`config.mk`:
```
export PLATFORM = sky130hd
export DESIGN_NAME = stepper_ramp_profile_controller_flat
export DESIGN_NICKNAME = d
export VERILOG_FILES = /design/src/design/srpc_pkg.sv /design/src/design/srpc_if.sv /design/src/design/stepper_ramp_profile_controller.sv /design/src/design/srpc_front.sv /design/src/design/srpc_fifo.sv /design/src/design/srpc_div.sv /design/src/design/srpc_back.sv /design/src/flat_wrapper.sv
export SDC_FILE = /design/constraint.sdc
export NUM_CORES = 1
export LEC_CHECK = 0
export BUFFER_PORTS_ARGS = -buffer_cell sky130_fd_sc_hd__buf_2
export CELL_PAD_IN_SITES_DETAIL_PLACEMENT = 1
export CELL_PAD_IN_SITES_GLOBAL_PLACEMENT = 2
export CORE_AREA = 2 2 268 270
export CTS_CLUSTER_DIAMETER = 120
export DETAILED_ROUTE_END_ITERATION = 7
export DIE_AREA = 0 0 270 272
export PLACE_DENSITY = 0.9
export SLEW_MARGIN = 20
export SYNTH_ARGS = -nofsm -noshare
export SYNTH_HDL_FRONTEND = slang
export SYNTH_HIERARCHICAL = 1
export SYNTH_SLANG_ARGS = --single-unit
```
`constraint.sdc`:
```
create_clock -name clk -period 9.5 [get_ports clk]
set_input_delay 0.475 -clock clk [delete_from_list [all_inputs] [get_ports clk]]
set_output_delay 0.475 -clock clk [all_outputs]
set_load 0.005 [all_outputs]
```
`src/design/srpc_pkg.sv`:
```
package srpc_pkg;

  // Defaults for the top-level parameters and the queue depth
  localparam int MOTORS_DEF        = 2;
  localparam int TICK_FREQ_DEF     = 84000000;
  localparam int POSITION_BITS_DEF = 24;
  localparam int QUEUE_DEPTH_DEF   = 2;

  // Fixed field widths
  localparam int CMD_W    = 2;
  localparam int TGT_W    = 24;
  localparam int POS_W    = 24;
  localparam int PERIOD_W = 32;
  localparam int RATE_W   = 16;
  localparam int INC_W    = 7;
  localparam int LEVEL_W  = 3;
  localparam int CFG_IDX_W  = 2;
  localparam int CFG_DATA_W = 16;

  // Configuration register indexes
  localparam logic [CFG_IDX_W-1:0] CFG_LEVEL0 = 2'd0;
  localparam logic [CFG_IDX_W-1:0] CFG_LEVEL1 = 2'd1;
  localparam logic [CFG_IDX_W-1:0] CFG_BRAKE  = 2'd2;

  // Command codes
  localparam logic [CMD_W-1:0] CMD_MOVE  = 2'd0;
  localparam logic [CMD_W-1:0] CMD_TICK  = 2'd1;
  localparam logic [CMD_W-1:0] CMD_PULSE = 2'd2;

  // Reset values, level limit and correction rate
  localparam logic [LEVEL_W-1:0]    RESET_LEVEL     = 3'd5;
  localparam logic [LEVEL_W-1:0]    LEVEL_MAX       = 3'd6;
  localparam logic [CFG_DATA_W-1:0] RESET_BRAKE     = 16'd100;
  localparam logic [RATE_W-1:0]     RESET_RATE      = 16'd57600;
  localparam logic [RATE_W-1:0]     CORRECTION_RATE = 16'd64;
  localparam int                    RESET_BRAKE_PT  = 2;

  // Motion phase, as reported on motion_status
  typedef enum logic [2:0] {
    MS_STOPPED  = 3'd0,
    MS_STARTING = 3'd1,
    MS_FULL     = 3'd2,
    MS_BRAKING  = 3'd3,
    MS_CORRECT  = 3'd4
  } motion_t;

  // Classified operation handed from front to back
  typedef enum logic [2:0] {
    OP_MOVE  = 3'd0,
    OP_TICK  = 3'd1,
    OP_PULSE = 3'd2,
    OP_NOP   = 3'd3,
    OP_BAD   = 3'd4
  } op_t;

  typedef struct packed {
    op_t               op;
    logic              motor;
    logic [RATE_W-1:0] max_rate;
    logic [INC_W-1:0]  rate_inc;
  } ctrl_t;

  typedef struct packed {
    logic                  write;
    logic [CFG_IDX_W-1:0]  index;
    logic [CFG_DATA_W-1:0] data;
  } cfg_wr_t;

  function automatic logic [LEVEL_W-1:0] clamp_level(input logic [LEVEL_W-1:0] lv);
    clamp_level = (lv > LEVEL_MAX) ? LEVEL_MAX : lv;
  endfunction

  function automatic logic [RATE_W-1:0] max_rate_of(input logic [LEVEL_W-1:0] lv);
    case (lv)
      3'd0: max_rate_of = 16'd0;
      3'd1: max_rate_of = 16'd1800;
      3'd2: max_rate_of = 16'd3600;
      3'd3: max_rate_of = 16'd7200;
      3'd4: max_rate_of = 16'd14400;
      3'd5: max_rate_of = 16'd28800;
      default: max_rate_of = 16'd57600;
    endcase
  endfunction

  function automatic logic [INC_W-1:0] rate_inc_of(input logic [LEVEL_W-1:0] lv);
    case (lv)
      3'd0: rate_inc_of = 7'd0;
      3'd1: rate_inc_of = 7'd2;
      3'd2: rate_inc_of = 7'd4;
      3'd3: rate_inc_of = 7'd8;
      3'd4: rate_inc_of = 7'd16;
      3'd5: rate_inc_of = 7'd32;
      default: rate_inc_of = 7'd64;
    endcase
  endfunction

endpackage

```
`src/design/srpc_if.sv`:
```
interface srpc_in_if;
  logic                        valid;
  logic                        ready;
  logic [srpc_pkg::CMD_W-1:0]  command;
  logic                        motor;
  logic [srpc_pkg::TGT_W-1:0]  target_steps;

  modport source (output valid, command, motor, target_steps, input ready);
  modport sink   (input valid, command, motor, target_steps, output ready);
endinterface

interface srpc_out_if;
  logic                          valid;
  logic                          ready;
  logic [2:0]                    motion_status;
  logic                          motor_enable;
  logic                          period_valid;
  logic [srpc_pkg::PERIOD_W-1:0] timer_period;
  logic [srpc_pkg::POS_W-1:0]    position;
  logic                          move_rejected;

  modport source (output valid, motion_status, motor_enable, period_valid, timer_period,
                  position, move_rejected, input ready);
  modport sink   (input valid, motion_status, motor_enable, period_valid, timer_period,
                  position, move_rejected, output ready);
endinterface

```
`src/design/stepper_ramp_profile_controller.sv`:
```
// Two-motor trapezoidal ramp controller. Each input transaction is a move
// start, a 1 ms ramp tick or a step-pulse-done event for one motor, and each
// one yields exactly one result transaction carrying the motion phase, driver
// enable, position and, when the step timer is reloaded, its new period
// (TICK_FREQ / rate - 1, all ones for a zero rate). Configuration (microstep
// level per motor, brake distance) is written through cfg_write/cfg_index/
// cfg_data while the block is idle. A front stage classifies each transaction
// and resolves the microstep tables and braking point into a two-entry queue;
// the back stage applies it to the per-motor state. A transaction that does
// not reload the timer is loaded into the result register as it leaves the
// queue. One that reloads the timer starts the radix-2 period divider in the
// back stage as it leaves the queue; the divider works out the quotient bit
// by bit, and the period is registered into the result register once the
// divider is done. The back stage takes the next queued transaction only
// once no division runs and the result register is free or being read. The
// front keeps accepting while the queue has room, so a waiting result does
// not block new input.
module stepper_ramp_profile_controller #(
  parameter int MOTORS        = srpc_pkg::MOTORS_DEF,
  parameter int TICK_FREQ     = srpc_pkg::TICK_FREQ_DEF,
  parameter int POSITION_BITS = srpc_pkg::POSITION_BITS_DEF
) (
  input  logic                              clk,
  input  logic                              rst,
  input  logic                              cfg_write,
  input  logic [srpc_pkg::CFG_IDX_W-1:0]    cfg_index,
  input  logic [srpc_pkg::CFG_DATA_W-1:0]   cfg_data,
  srpc_in_if.sink                           in_ch,
  srpc_out_if.source                        out_ch
);

  localparam int ENTRY_W = $bits(srpc_pkg::ctrl_t) + 2 * POSITION_BITS;

  srpc_pkg::cfg_wr_t  cfg;
  logic               push;
  logic [ENTRY_W-1:0] push_data;
  logic               full;
  logic               pop;
  logic [ENTRY_W-1:0] pop_data;
  logic               empty;

  // Bundle the configuration write for the front stage
  assign cfg.write = cfg_write;
  assign cfg.index = cfg_index;
  assign cfg.data  = cfg_data;

  // Front: accept, classify, resolve tables and braking point
  srpc_front #(
    .MOTORS        (MOTORS),
    .POSITION_BITS (POSITION_BITS)
  ) u_front (
    .clk       (clk),
    .rst       (rst),
    .cfg       (cfg),
    .in_ch     (in_ch),
    .push      (push),
    .push_data (push_data),
    .full      (full)
  );

  // Queue: decouple front and back so each side stalls on its own
  srpc_fifo #(
    .WIDTH (ENTRY_W),
    .DEPTH (srpc_pkg::QUEUE_DEPTH_DEF)
  ) u_fifo (
    .clk       (clk),
    .rst       (rst),
    .push      (push),
    .push_data (push_data),
    .full      (full),
    .pop       (pop),
    .pop_data  (pop_data),
    .empty     (empty)
  );

  // Back: update motor state, divide for the timer period, hold the result
  srpc_back #(
    .MOTORS        (MOTORS),
    .TICK_FREQ     (TICK_FREQ),
    .POSITION_BITS (POSITION_BITS)
  ) u_back (
    .clk      (clk),
    .rst      (rst),
    .pop      (pop),
    .pop_data (pop_data),
    .empty    (empty),
    .out_ch   (out_ch)
  );

endmodule

```
`src/design/srpc_front.sv`:
```
module srpc_front #(
  parameter int MOTORS        = srpc_pkg::MOTORS_DEF,
  parameter int POSITION_BITS = srpc_pkg::POSITION_BITS_DEF,
  localparam int ENTRY_W      = $bits(srpc_pkg::ctrl_t) + 2 * POSITION_BITS
) (
  input  logic                clk,
  input  logic                rst,
  input  srpc_pkg::cfg_wr_t   cfg,
  srpc_in_if.sink             in_ch,
  output logic                push,
  output logic [ENTRY_W-1:0]  push_data,
  input  logic                full
);

  logic [srpc_pkg::LEVEL_W-1:0]    level0;
  logic [srpc_pkg::LEVEL_W-1:0]    level1;
  logic [srpc_pkg::CFG_DATA_W-1:0] brake_steps;

  srpc_pkg::ctrl_t              ctrl;
  logic [srpc_pkg::LEVEL_W-1:0] lv;
  logic [POSITION_BITS-1:0]     tgt;
  logic [POSITION_BITS-1:0]     brk;
  logic [31:0]                  tgt_ext;
  logic [31:0]                  bs_ext;
  logic [31:0]                  diff;

  always_ff @(posedge clk) begin
    if (rst) begin
      level0      <= srpc_pkg::RESET_LEVEL;
      level1      <= srpc_pkg::RESET_LEVEL;
      brake_steps <= srpc_pkg::RESET_BRAKE;
    end else if (cfg.write) begin
      case (cfg.index)
        srpc_pkg::CFG_LEVEL0: begin
          level0 <= cfg.data[srpc_pkg::LEVEL_W-1:0];
        end
        srpc_pkg::CFG_LEVEL1: begin
          level1 <= cfg.data[srpc_pkg::LEVEL_W-1:0];
        end
        srpc_pkg::CFG_BRAKE: begin
          brake_steps <= cfg.data;
        end
        default: begin
        end
      endcase
    end
  end

  assign in_ch.ready = !full;
  assign push        = in_ch.valid && !full;

  always_comb begin
    lv = srpc_pkg::clamp_level(in_ch.motor ? level1 : level0);
    ctrl.motor    = in_ch.motor;
    ctrl.max_rate = srpc_pkg::max_rate_of(lv);
    ctrl.rate_inc = srpc_pkg::rate_inc_of(lv);
    if (32'(in_ch.motor) >= 32'(MOTORS)) begin
      ctrl.op = srpc_pkg::OP_BAD;
    end else begin
      case (in_ch.command)
        srpc_pkg::CMD_MOVE:  ctrl.op = srpc_pkg::OP_MOVE;
        srpc_pkg::CMD_TICK:  ctrl.op = srpc_pkg::OP_TICK;
        srpc_pkg::CMD_PULSE: ctrl.op = srpc_pkg::OP_PULSE;
        default:             ctrl.op = srpc_pkg::OP_NOP;
      endcase
    end
    // Braking point saturates at zero for short moves
    tgt     = POSITION_BITS'(in_ch.target_steps);
    tgt_ext = 32'(tgt);
    bs_ext  = 32'(brake_steps);
    diff    = tgt_ext - bs_ext;
    brk     = (tgt_ext > bs_ext) ? POSITION_BITS'(diff) : '0;
    push_data = {ctrl, tgt, brk};
  end

endmodule

```
`src/design/srpc_fifo.sv`:
```
module srpc_fifo #(
  parameter int WIDTH = 8,
  parameter int DEPTH = srpc_pkg::QUEUE_DEPTH_DEF,
  localparam int PW   = (DEPTH > 1) ? $clog2(DEPTH) : 1,
  localparam int CW   = $clog2(DEPTH + 1)
) (
  input  logic             clk,
  input  logic             rst,
  input  logic             push,
  input  logic [WIDTH-1:0] push_data,
  output logic             full,
  input  logic             pop,
  output logic [WIDTH-1:0] pop_data,
  output logic             empty
);

  logic [WIDTH-1:0] mem [DEPTH];
  logic [PW-1:0]    wr_ptr;
  logic [PW-1:0]    rd_ptr;
  logic [CW-1:0]    count;

  function automatic logic [PW-1:0] bump(input logic [PW-1:0] p);
    bump = (p == PW'(DEPTH - 1)) ? '0 : p + PW'(1);
  endfunction

  assign full     = (count == CW'(DEPTH));
  assign empty    = (count == '0);
  assign pop_data = mem[rd_ptr];

  always_ff @(posedge clk) begin
    if (push) begin
      mem[wr_ptr] <= push_data;
    end
  end

  always_ff @(posedge clk) begin
    if (rst) begin
      wr_ptr <= '0;
      rd_ptr <= '0;
      count  <= '0;
    end else begin
      if (push) begin
        wr_ptr <= bump(wr_ptr);
      end
      if (pop) begin
        rd_ptr <= bump(rd_ptr);
      end
      if (push && !pop) begin
        count <= count + CW'(1);
      end else if (pop && !push) begin
        count <= count - CW'(1);
      end
    end
  end

`ifndef SYNTHESIS
  a_count_bound: assert property (@(posedge clk) disable iff (rst)
    count <= CW'(DEPTH))
    else $error("queue count beyond depth");
`endif

endmodule

```
`src/design/srpc_div.sv`:
```
module srpc_div #(
  parameter int TICK_FREQ = srpc_pkg::TICK_FREQ_DEF
) (
  input  logic                          clk,
  input  logic                          rst,
  input  logic                          start,
  input  logic [srpc_pkg::RATE_W-1:0]   divisor,
  output logic                          done,
  output logic [srpc_pkg::PERIOD_W-1:0] quotient
);

  localparam int QW = srpc_pkg::PERIOD_W;
  localparam int RW = srpc_pkg::RATE_W;
  localparam int NW = $clog2(QW);

  logic [QW-1:0] dq;
  logic [RW-1:0] rem;
  logic [RW-1:0] dvsr;
  logic [NW-1:0] cnt;
  logic          busy;
  logic [RW:0]   trial;
  logic [RW:0]   diff;
  logic          qbit;

  // One quotient bit per cycle, restoring form
  always_comb begin
    trial = {rem, dq[QW-1]};
    diff  = trial - {1'b0, dvsr};
    qbit  = (trial >= {1'b0, dvsr});
  end

  assign quotient = dq;

  always_ff @(posedge clk) begin
    if (start) begin
      dq   <= QW'(TICK_FREQ);
      rem  <= '0;
      dvsr <= divisor;
    end else if (busy) begin
      dq  <= {dq[QW-2:0], qbit};
      rem <= qbit ? diff[RW-1:0] : trial[RW-1:0];
    end
  end

  always_ff @(posedge clk) begin
    if (rst) begin
      busy <= 1'b0;
      cnt  <= '0;
      done <= 1'b0;
    end else begin
      done <= 1'b0;
      if (start) begin
        busy <= 1'b1;
        cnt  <= '0;
      end else if (busy) begin
        cnt <= cnt + NW'(1);
        if (cnt == NW'(QW - 1)) begin
          busy <= 1'b0;
          done <= 1'b1;
        end
      end
    end
  end

endmodule

```
`src/design/srpc_back.sv`:
```
module srpc_back #(
  parameter int MOTORS        = srpc_pkg::MOTORS_DEF,
  parameter int TICK_FREQ     = srpc_pkg::TICK_FREQ_DEF,
  parameter int POSITION_BITS = srpc_pkg::POSITION_BITS_DEF,
  localparam int CTRL_W       = $bits(srpc_pkg::ctrl_t),
  localparam int ENTRY_W      = CTRL_W + 2 * POSITION_BITS
) (
  input  logic               clk,
  input  logic               rst,
  output logic               pop,
  input  logic [ENTRY_W-1:0] pop_data,
  input  logic               empty,
  srpc_out_if.source         out_ch
);

  localparam int PB = POSITION_BITS;
  localparam int RW = srpc_pkg::RATE_W;

  typedef enum logic [1:0] {
    S_FETCH = 2'b01,
    S_DIV   = 2'b10
  } back_state_t;

  back_state_t st;

  srpc_pkg::motion_t motion_state  [MOTORS];
  logic [PB-1:0]     step_position [MOTORS];
  logic [PB-1:0]     target_count  [MOTORS];
  logic [PB-1:0]     brake_point   [MOTORS];
  logic [RW-1:0]     step_rate     [MOTORS];
  logic              enable_level  [MOTORS];

  srpc_pkg::ctrl_t ctrl;
  logic [PB-1:0]   e_tgt;
  logic [PB-1:0]   e_brk;
  logic            m_idx;

  srpc_pkg::motion_t cur_st, st_next;
  logic [PB-1:0]     cur_pos, pos_next, cur_tgt, tgt_next, cur_brk, brk_next;
  logic [PB-1:0]     pos_inc, pos_dec;
  logic [RW-1:0]     cur_rate, rate_next, rate_up, rate_dn;
  logic              cur_en, en_next;
  logic              reload, rejected;
  logic [31:0]       pos_ext;

  logic                          out_valid;
  logic [2:0]                    out_status;
  logic                          out_en;
  logic                          out_reload;
  logic [srpc_pkg::PERIOD_W-1:0] out_period;
  logic [srpc_pkg::POS_W-1:0]    out_pos;
  logic                          out_rej;
  logic                          rate_zero;

  logic                          slot_free;
  logic                          div_done;
  logic [srpc_pkg::PERIOD_W-1:0] div_q;

  assign ctrl  = srpc_pkg::ctrl_t'(pop_data[ENTRY_W-1 -: CTRL_W]);
  assign e_tgt = pop_data[2*PB-1 -: PB];
  assign e_brk = pop_data[PB-1:0];
  assign m_idx = (ctrl.op == srpc_pkg::OP_BAD) ? 1'b0 : ctrl.motor;

  assign slot_free = !out_valid || out_ch.ready;
  assign pop       = (st == S_FETCH) && !empty && slot_free;

  always_comb begin
    cur_st   = motion_state[m_idx];
    cur_pos  = step_position[m_idx];
    cur_tgt  = target_count[m_idx];
    cur_brk  = brake_point[m_idx];
    cur_rate = step_rate[m_idx];
    cur_en   = enable_level[m_idx];

    pos_inc = cur_pos + PB'(1);
    pos_dec = cur_pos - PB'(1);
    rate_up = cur_rate + RW'(ctrl.rate_inc);
    rate_dn = cur_rate - RW'(ctrl.rate_inc);

    st_next   = cur_st;
    pos_next  = cur_pos;
    tgt_next  = cur_tgt;
    brk_next  = cur_brk;
    rate_next = cur_rate;
    en_next   = cur_en;
    reload    = 1'b0;
    rejected  = 1'b0;

    case (ctrl.op)
      srpc_pkg::OP_MOVE: begin
        if (cur_st != srpc_pkg::MS_STOPPED) begin
          rejected = 1'b1;
        end else begin
          tgt_next = e_tgt;
          brk_next = e_brk;
          pos_next = '0;
          st_next  = srpc_pkg::MS_STARTING;
          en_next  = 1'b1;
          reload   = 1'b1;
        end
      end
      srpc_pkg::OP_TICK: begin
        if (cur_st == srpc_pkg::MS_STARTING) begin
          if (cur_rate < ctrl.max_rate) begin
            rate_next = rate_up;
            reload    = 1'b1;
          end else begin
            st_next = srpc_pkg::MS_FULL;
          end
        end else if (cur_st == srpc_pkg::MS_BRAKING) begin
          // Underflow past zero wraps above max rate; any rate above max rate is clamped to one
          rate_next = (rate_dn > ctrl.max_rate) ? RW'(1) : rate_dn;
          reload    = 1'b1;
        end
      end
      srpc_pkg::OP_PULSE: begin
        case (cur_st)
          srpc_pkg::MS_STARTING: begin
            pos_next = pos_inc;
          end
          srpc_pkg::MS_FULL: begin
            pos_next = pos_inc;
            if (pos_inc > cur_brk) begin
              st_next = srpc_pkg::MS_BRAKING;
            end
          end
          srpc_pkg::MS_BRAKING: begin
            pos_next = pos_inc;
            if (pos_inc == cur_tgt) begin
              st_next = srpc_pkg::MS_STOPPED;
              en_next = 1'b0;
            end else if (pos_inc > cur_tgt) begin
              st_next   = srpc_pkg::MS_CORRECT;
              rate_next = srpc_pkg::CORRECTION_RATE;
              reload    = 1'b1;
            end
          end
          srpc_pkg::MS_CORRECT: begin
            if (cur_pos > cur_tgt) begin
              pos_next = pos_dec;
            end else begin
              st_next = srpc_pkg::MS_STOPPED;
              en_next = 1'b0;
            end
          end
          default: begin
          end
        endcase
      end
      default: begin
      end
    endcase

    pos_ext = 32'(pos_next);
  end

  always_ff @(posedge clk) begin
    if (rst) begin
      for (int i = 0; i < MOTORS; i++) begin
        motion_state[i]  <= srpc_pkg::MS_STOPPED;
        step_position[i] <= '0;
        target_count[i]  <= '0;
        brake_point[i]   <= PB'(srpc_pkg::RESET_BRAKE_PT);
        step_rate[i]     <= srpc_pkg::RESET_RATE;
        enable_level[i]  <= 1'b0;
      end
    end else if (pop && ctrl.op != srpc_pkg::OP_BAD) begin
      motion_state[m_idx]  <= st_next;
      step_position[m_idx] <= pos_next;
      target_count[m_idx]  <= tgt_next;
      brake_point[m_idx]   <= brk_next;
      step_rate[m_idx]     <= rate_next;
      enable_level[m_idx]  <= en_next;
    end
  end

  srpc_div #(
    .TICK_FREQ (TICK_FREQ)
  ) u_div (
    .clk      (clk),
    .rst      (rst),
    .start    (pop && reload),
    .divisor  (rate_next),
    .done     (div_done),
    .quotient (div_q)
  );

  always_ff @(posedge clk) begin
    if (rst) begin
      st        <= S_FETCH;
      out_valid <= 1'b0;
    end else begin
      case (st)
        S_FETCH: begin
          if (pop) begin
            out_valid <= !reload;
            if (reload) begin
              st <= S_DIV;
            end
          end else if (out_valid && out_ch.ready) begin
            out_valid <= 1'b0;
          end
        end
        S_DIV: begin
          if (div_done) begin
            out_valid <= 1'b1;
            st        <= S_FETCH;
          end
        end
        default: begin
          st <= S_FETCH;
        end
      endcase
    end
  end

  always_ff @(posedge clk) begin
    if (pop) begin
      if (ctrl.op == srpc_pkg::OP_BAD) begin
        out_status <= '0;
        out_en     <= 1'b0;
        out_pos    <= '0;
      end else begin
        out_status <= st_next;
        out_en     <= en_next;
        out_pos    <= pos_ext[srpc_pkg::POS_W-1:0];
      end
      out_reload <= reload;
      out_rej    <= rejected;
      out_period <= '0;
      rate_zero  <= (rate_next == '0);
    end else if (div_done) begin
      out_period <= rate_zero ? '1 : div_q - srpc_pkg::PERIOD_W'(1);
    end
  end

  assign out_ch.valid         = out_valid;
  assign out_ch.motion_status = out_status;
  assign out_ch.motor_enable  = out_en;
  assign out_ch.period_valid  = out_reload;
  assign out_ch.timer_period  = out_period;
  assign out_ch.position      = out_pos;
  assign out_ch.move_rejected = out_rej;

`ifndef SYNTHESIS
  a_pop_nonempty: assert property (@(posedge clk) disable iff (rst)
    pop |-> !empty)
    else $error("back popped an empty queue");

  a_no_result_in_div: assert property (@(posedge clk) disable iff (rst)
    (st == S_DIV) |-> !out_valid)
    else $error("result shown while period division runs");

  a_done_in_div: assert property (@(posedge clk) disable iff (rst)
    div_done |-> (st == S_DIV))
    else $error("divider finished outside division state");

  a_enable_phase: assert property (@(posedge clk) disable iff (rst)
    out_valid |-> ((out_status == 3'(srpc_pkg::MS_STOPPED)) == !out_en))
    else $error("enable level disagrees with motion phase");

  a_period_zero: assert property (@(posedge clk) disable iff (rst)
    (out_valid && !out_reload) |-> (out_period == '0))
    else $error("timer period nonzero without reload");
`endif

endmodule

```
`src/flat_wrapper.sv`:
```
// flat-port wrapper written by rule: the top's interface ports become plain ports
module stepper_ramp_profile_controller_flat 
#(
  parameter int MOTORS        = srpc_pkg::MOTORS_DEF,
  parameter int TICK_FREQ     = srpc_pkg::TICK_FREQ_DEF,
  parameter int POSITION_BITS = srpc_pkg::POSITION_BITS_DEF
)
  (clk, rst, cfg_write, cfg_index, cfg_data, in_ch_valid, in_ch_command, in_ch_motor, in_ch_target_steps, in_ch_ready, out_ch_valid, out_ch_motion_status, out_ch_motor_enable, out_ch_period_valid, out_ch_timer_period, out_ch_position, out_ch_move_rejected, out_ch_ready);
  srpc_in_if in_ch_i ();
  srpc_out_if out_ch_i ();
  input  logic clk;
  input  logic rst;
  input  logic cfg_write;
  input  logic [srpc_pkg::CFG_IDX_W-1:0] cfg_index;
  input  logic [srpc_pkg::CFG_DATA_W-1:0] cfg_data;
  input wire logic [$bits(in_ch_i.valid)-1:0] in_ch_valid;
  input wire logic [$bits(in_ch_i.command)-1:0] in_ch_command;
  input wire logic [$bits(in_ch_i.motor)-1:0] in_ch_motor;
  input wire logic [$bits(in_ch_i.target_steps)-1:0] in_ch_target_steps;
  output wire logic [$bits(in_ch_i.ready)-1:0] in_ch_ready;
  output wire logic [$bits(out_ch_i.valid)-1:0] out_ch_valid;
  output wire logic [$bits(out_ch_i.motion_status)-1:0] out_ch_motion_status;
  output wire logic [$bits(out_ch_i.motor_enable)-1:0] out_ch_motor_enable;
  output wire logic [$bits(out_ch_i.period_valid)-1:0] out_ch_period_valid;
  output wire logic [$bits(out_ch_i.timer_period)-1:0] out_ch_timer_period;
  output wire logic [$bits(out_ch_i.position)-1:0] out_ch_position;
  output wire logic [$bits(out_ch_i.move_rejected)-1:0] out_ch_move_rejected;
  input wire logic [$bits(out_ch_i.ready)-1:0] out_ch_ready;
  assign in_ch_i.valid = in_ch_valid;
  assign in_ch_i.command = in_ch_command;
  assign in_ch_i.motor = in_ch_motor;
  assign in_ch_i.target_steps = in_ch_target_steps;
  assign in_ch_ready = in_ch_i.ready;
  assign out_ch_valid = out_ch_i.valid;
  assign out_ch_motion_status = out_ch_i.motion_status;
  assign out_ch_motor_enable = out_ch_i.motor_enable;
  assign out_ch_period_valid = out_ch_i.period_valid;
  assign out_ch_timer_period = out_ch_i.timer_period;
  assign out_ch_position = out_ch_i.position;
  assign out_ch_move_rejected = out_ch_i.move_rejected;
  assign out_ch_i.ready = out_ch_ready;
  stepper_ramp_profile_controller #(.MOTORS(MOTORS), .TICK_FREQ(TICK_FREQ), .POSITION_BITS(POSITION_BITS)) u_core (.clk(clk), .rst(rst), .cfg_write(cfg_write), .cfg_index(cfg_index), .cfg_data(cfg_data), .in_ch(in_ch_i), .out_ch(out_ch_i));
endmodule
```
==> impl_metrics.py <==
metrics = {
    "placed_design": {
        "dp_hpwl_um": 63970,
        "place_ws_ns": 1.529,
        "dp.cells": 3806,
        "port_buffers": 113,
        "placed_cell_area_um2": 30380,
        "gp_congestion": 0.9324,
    },
    "synthesis": {
        "yosysSeqAreaShare": 0.4708,
        "yosys_warnings": 6,
        "synth_flop_cell": "edfxtp_1",
        "synth_edf_count": 381,
        "ys_ff_latch": 498,
        "ys_async_sr_fraction": 0,
        "synth_cell_types": 111,
        "synthSimpleGateAreaFrac": 0.1646,
        "synth_xor_xnor_area_share": 0.02872,
        "synth_adder_area_share": 0.07027,
        "syn_area_um2": 29270,
        "synthMuxAreaShare": 0.06535,
        "syn_inst": 2900,
        "syn_area_per_cell_um2": 10.09,
        "synth_top_family_by_area": "simple AND/OR/NAND/NOR gates",
        "synth_compound_area_frac": 0.1481,
    },
    "route": {
        "viasPerCell": 5.855,
        "first_pass_iters": 5,
        "wire_per_inst_um": 22.44,
        "drtIter0Drc": 1679,
        "routed_wirelength_um": 87820,
        "drc_errors": 0,
        "ant_nets": 0,
        "vias": 22910,
    },
    "grt": {
        "antenna_found_initial": 0,
        "grtUsageTotal": 0.2349,
        "grt_max_degree": 85,
        "overflow": 0,
        "first_global_vias": 23810,
        "grt_pass1_wl_um": 138000,
    },
    "finish": {
        "syn_to_final_growth_pct": 10.60,
        "final_nets": 3129,
        "drive_gt1_frac": 0.1340,
        "fin_cells": 3913,
        "antenna_cells": 0,
        "post-route-cell-area_um2": 32380,
        "fillers": 7843,
    },
    "setup_path": {
        "rrSetupSlack_ns": 1.47,
        "critPathArrivalTime_ns": 8.49,
        "worstPathRequired_ns": 9.95,
        "worst_setup_path_end_kind": "flip-flop",
        "cp-start-kind": "flip-flop",
        "path_class": "reg2reg",
        "r2r-end": "u_core/u_back/rate_zero",
        "path_max_fanout": 31,
        "reg2reg_depth": 22,
    },
    "die": {
        "rows": 98,
        "die_height_um": 272,
        "die_w_um": 270,
        "initial_utilization": 0.4138,
        "core_um2": 70750,
        "dieArea_um2": 73440,
        "ioPinCount": 114,
    },
    "hold_path": {
        "hold_path.class": "in2reg",
        "hold_start": "in_ch_target_steps[0]",
        "holdPathStages": 1,
        "hold_end": "u_core/u_fifo/mem[0][24]",
    },
    "timing": {
        "finalCriticalPeriod_ns": 8.033,
        "fmax_mhz": 124.5,
        "slew_viol_final": 0,
        "setup_ws_ns": 1.467,
        "worstMarginPinSlew_ns": 1.136,
        "finClkSkew_ns": 0.05270,
        "rsz0062_at_grt": "no",
        "setup_viol": 0,
        "relSlewSlack": 0.2346,
        "layout_worst_path_cycle_share": 0.8456,
        "setup_tns_ns": 0,
        "hold_violations": 0,
    },
    "clocking": {
        "cts-root-buf": "clkbuf_16",
        "ctsHtreeMaxLevel": 2,
        "cts_tree": "built",
        "clock_path_buffers": 3,
        "insertion_delay_ns": 0.65,
        "cts_buffers": 57,
        "clk_pin_slew_worst_paths_ns": 0.07,
        "cts_num_sinks": 498,
    },
    "power_and_ir_drop": {
        "irDropWorstVdd_uv": 161.4,
        "power_per_cell_area_nw_per_um2": 302.0,
        "power.leakage_nw": 12.50,
    },
    "run": {
        "cap_violations": 0,
    },
    "status": {
        "outcome": "completed",
    },
}
-- flip-flops by register name, indices dropped and copies added, names as in the netlist, 16 cells and up, named ones only --
name and count:
u_core/u_back/u_div/quotient 32, u_core/u_back/out_ch.position 24, u_core/u_back/step_rate 32, u_core/u_back/step_position 48
u_core/u_back/u_div/rem 16, u_core/u_front/brake_steps 16, u_core/u_back/target_count 48, u_core/u_back/brake_point 48
u_core/u_fifo/mem 150, u_core/u_back/u_div/dvsr 16, u_core/u_back/out_ch.timer_period 32
-- kinds of logic after synthesis --
kind of cell             Yosys count
AND/OR/NAND/NOR                  984
AO/OA/AOI/OAI                    651
flip-flops                       498
buffers and inverters            327
multiplexers                     181
adder cells (fa/ha/maj)          162
XOR/XNOR                          96
other                              1
-- final cells by class --
cell class                      count  area [µm²]  area share
Timing Repair Buffer              150       862.1     0.02663
Tap cell                          950        1189     0.03671
Sequential cell                   498       13790      0.4259
Multi-Input combinational cell   2079       14090      0.4352
Clock inverter                     37       442.9     0.01368
Inverter                          131       491.7     0.01519
Clock buffer                       68        1510     0.04665
-- worst max path at each step --
stage | end | slack [ns]
2_1_floorplan | u_core/u_back/u_div/quotient[14] | 2.40
3_3_place_gp | u_core/u_back/rate_zero | 1.81
3_5_place_dp | u_core/u_back/rate_zero | 1.53
4_1_cts | u_core/u_back/rate_zero | 1.49
5_1_grt | u_core/u_back/rate_zero | 1.04
6_report | u_core/u_back/rate_zero | 1.47
-- worst max-delay path, stage by stage, from the launching register on --
cell	delay (ns)
dfxtp_4	0.59
mux2_2	0.47
or3b_4	0.57
nand2_8	0.25
a21oi_4	0.29
ha_1	0.22
inv_1	0.06
fa_1	0.42
a211oi_1	0.39
o21ai_0	0.40
a221oi_1	0.67
xnor2_1	0.20
ha_1	0.31
nand4_1	0.12
nor4_1	0.45
inv_1	0.15
a221oi_2	0.56
buf_4	0.24
a221oi_1	0.08
a311o_1	0.40
nor4b_1	0.45
nand4_1	0.22
nor4_2	0.32
-- cell usage after synthesis (17+ instances only) --
cell | count | share of area
a31oi_1 | 18 | 0.0038
mux2i_1 | 100 | 0.034
dfxtp_1 | 117 | 0.080
o21a_1 | 20 | 0.0051
nor3_1 | 56 | 0.0096
o21ai_0 | 161 | 0.028
ha_1 | 158 | 0.068
nor2_1 | 368 | 0.047
a211o_1 | 21 | 0.0063
a21o_1 | 41 | 0.011
nand4_1 | 46 | 0.0098
nand3_1 | 65 | 0.011
xor2_1 | 28 | 0.0084
nand2b_1 | 27 | 0.0058
or3_1 | 17 | 0.0036
and2_1 | 32 | 0.0068
nor2b_1 | 27 | 0.0058
nor4_1 | 31 | 0.0066
buf_2 | 27 | 0.0046
edfxtp_1 | 381 | 0.39
a211oi_1 | 38 | 0.0097
mux2_2 | 81 | 0.031
a21oi_1 | 162 | 0.028
buf_4 | 40 | 0.010
clkbuf_1 | 106 | 0.014
inv_1 | 126 | 0.016
xnor2_1 | 68 | 0.020
nand2_1 | 206 | 0.026
-- stage by stage --
stage / total power, mW / hold WS (ns) / utilization
2_1_floorplan: 6.154 / 0.4352 / -
3_3_place_gp: 7.256 / 0.4460 / 0.4294
3_5_place_dp: 7.460 / 0.4498 / 0.4294
4_1_cts: 9.787 / 0.01049 / 0.4572
5_1_grt: 10.38 / 0.02227 / 0.4576
6_report: 9.776 / 0.04796 / 0.4576
-- repair_timing --
action | 4_1_cts | 5_1_grt
endpoints found under the hold margin | 1 | 0
resized for setup | 0 | 0
buffers inserted | 0 | 0
hold buffers | 1 | 0
-- cells in the final DEF (no fill, tap or decap), types with 59 or more instances in the layout --
cell       Yosys  final
o21ai_0      161    161
ha_1         158    158
nor2_1       368    367
mux2i_1      100    100
dfxtp_1      117    114
xnor2_1       68     68
clkbuf_16      0     59
nand3_1       65     65
mux2_2        81     81
a21oi_1      162    162
inv_1        126    125
nand2_1      206    205
edfxtp_1     381    381
buf_2         27    113
-- power by group --
part	switching (mW)	internal, mW	total (mW)
Combinational	2.82	1.52	4.34
Clock	0.937	1.34	2.27
Sequential	0.274	2.89	3.16
-- metal layers --
metal  up-vias  part of all wire  GRT usage
met5         -                 0          0
met4         0             0.029    0.07632
met3       144             0.044    0.02865
met2       617              0.47     0.3874
met1     11450              0.46     0.3218
li1      10710                 -          -
(Power assumes the default switching activity.)
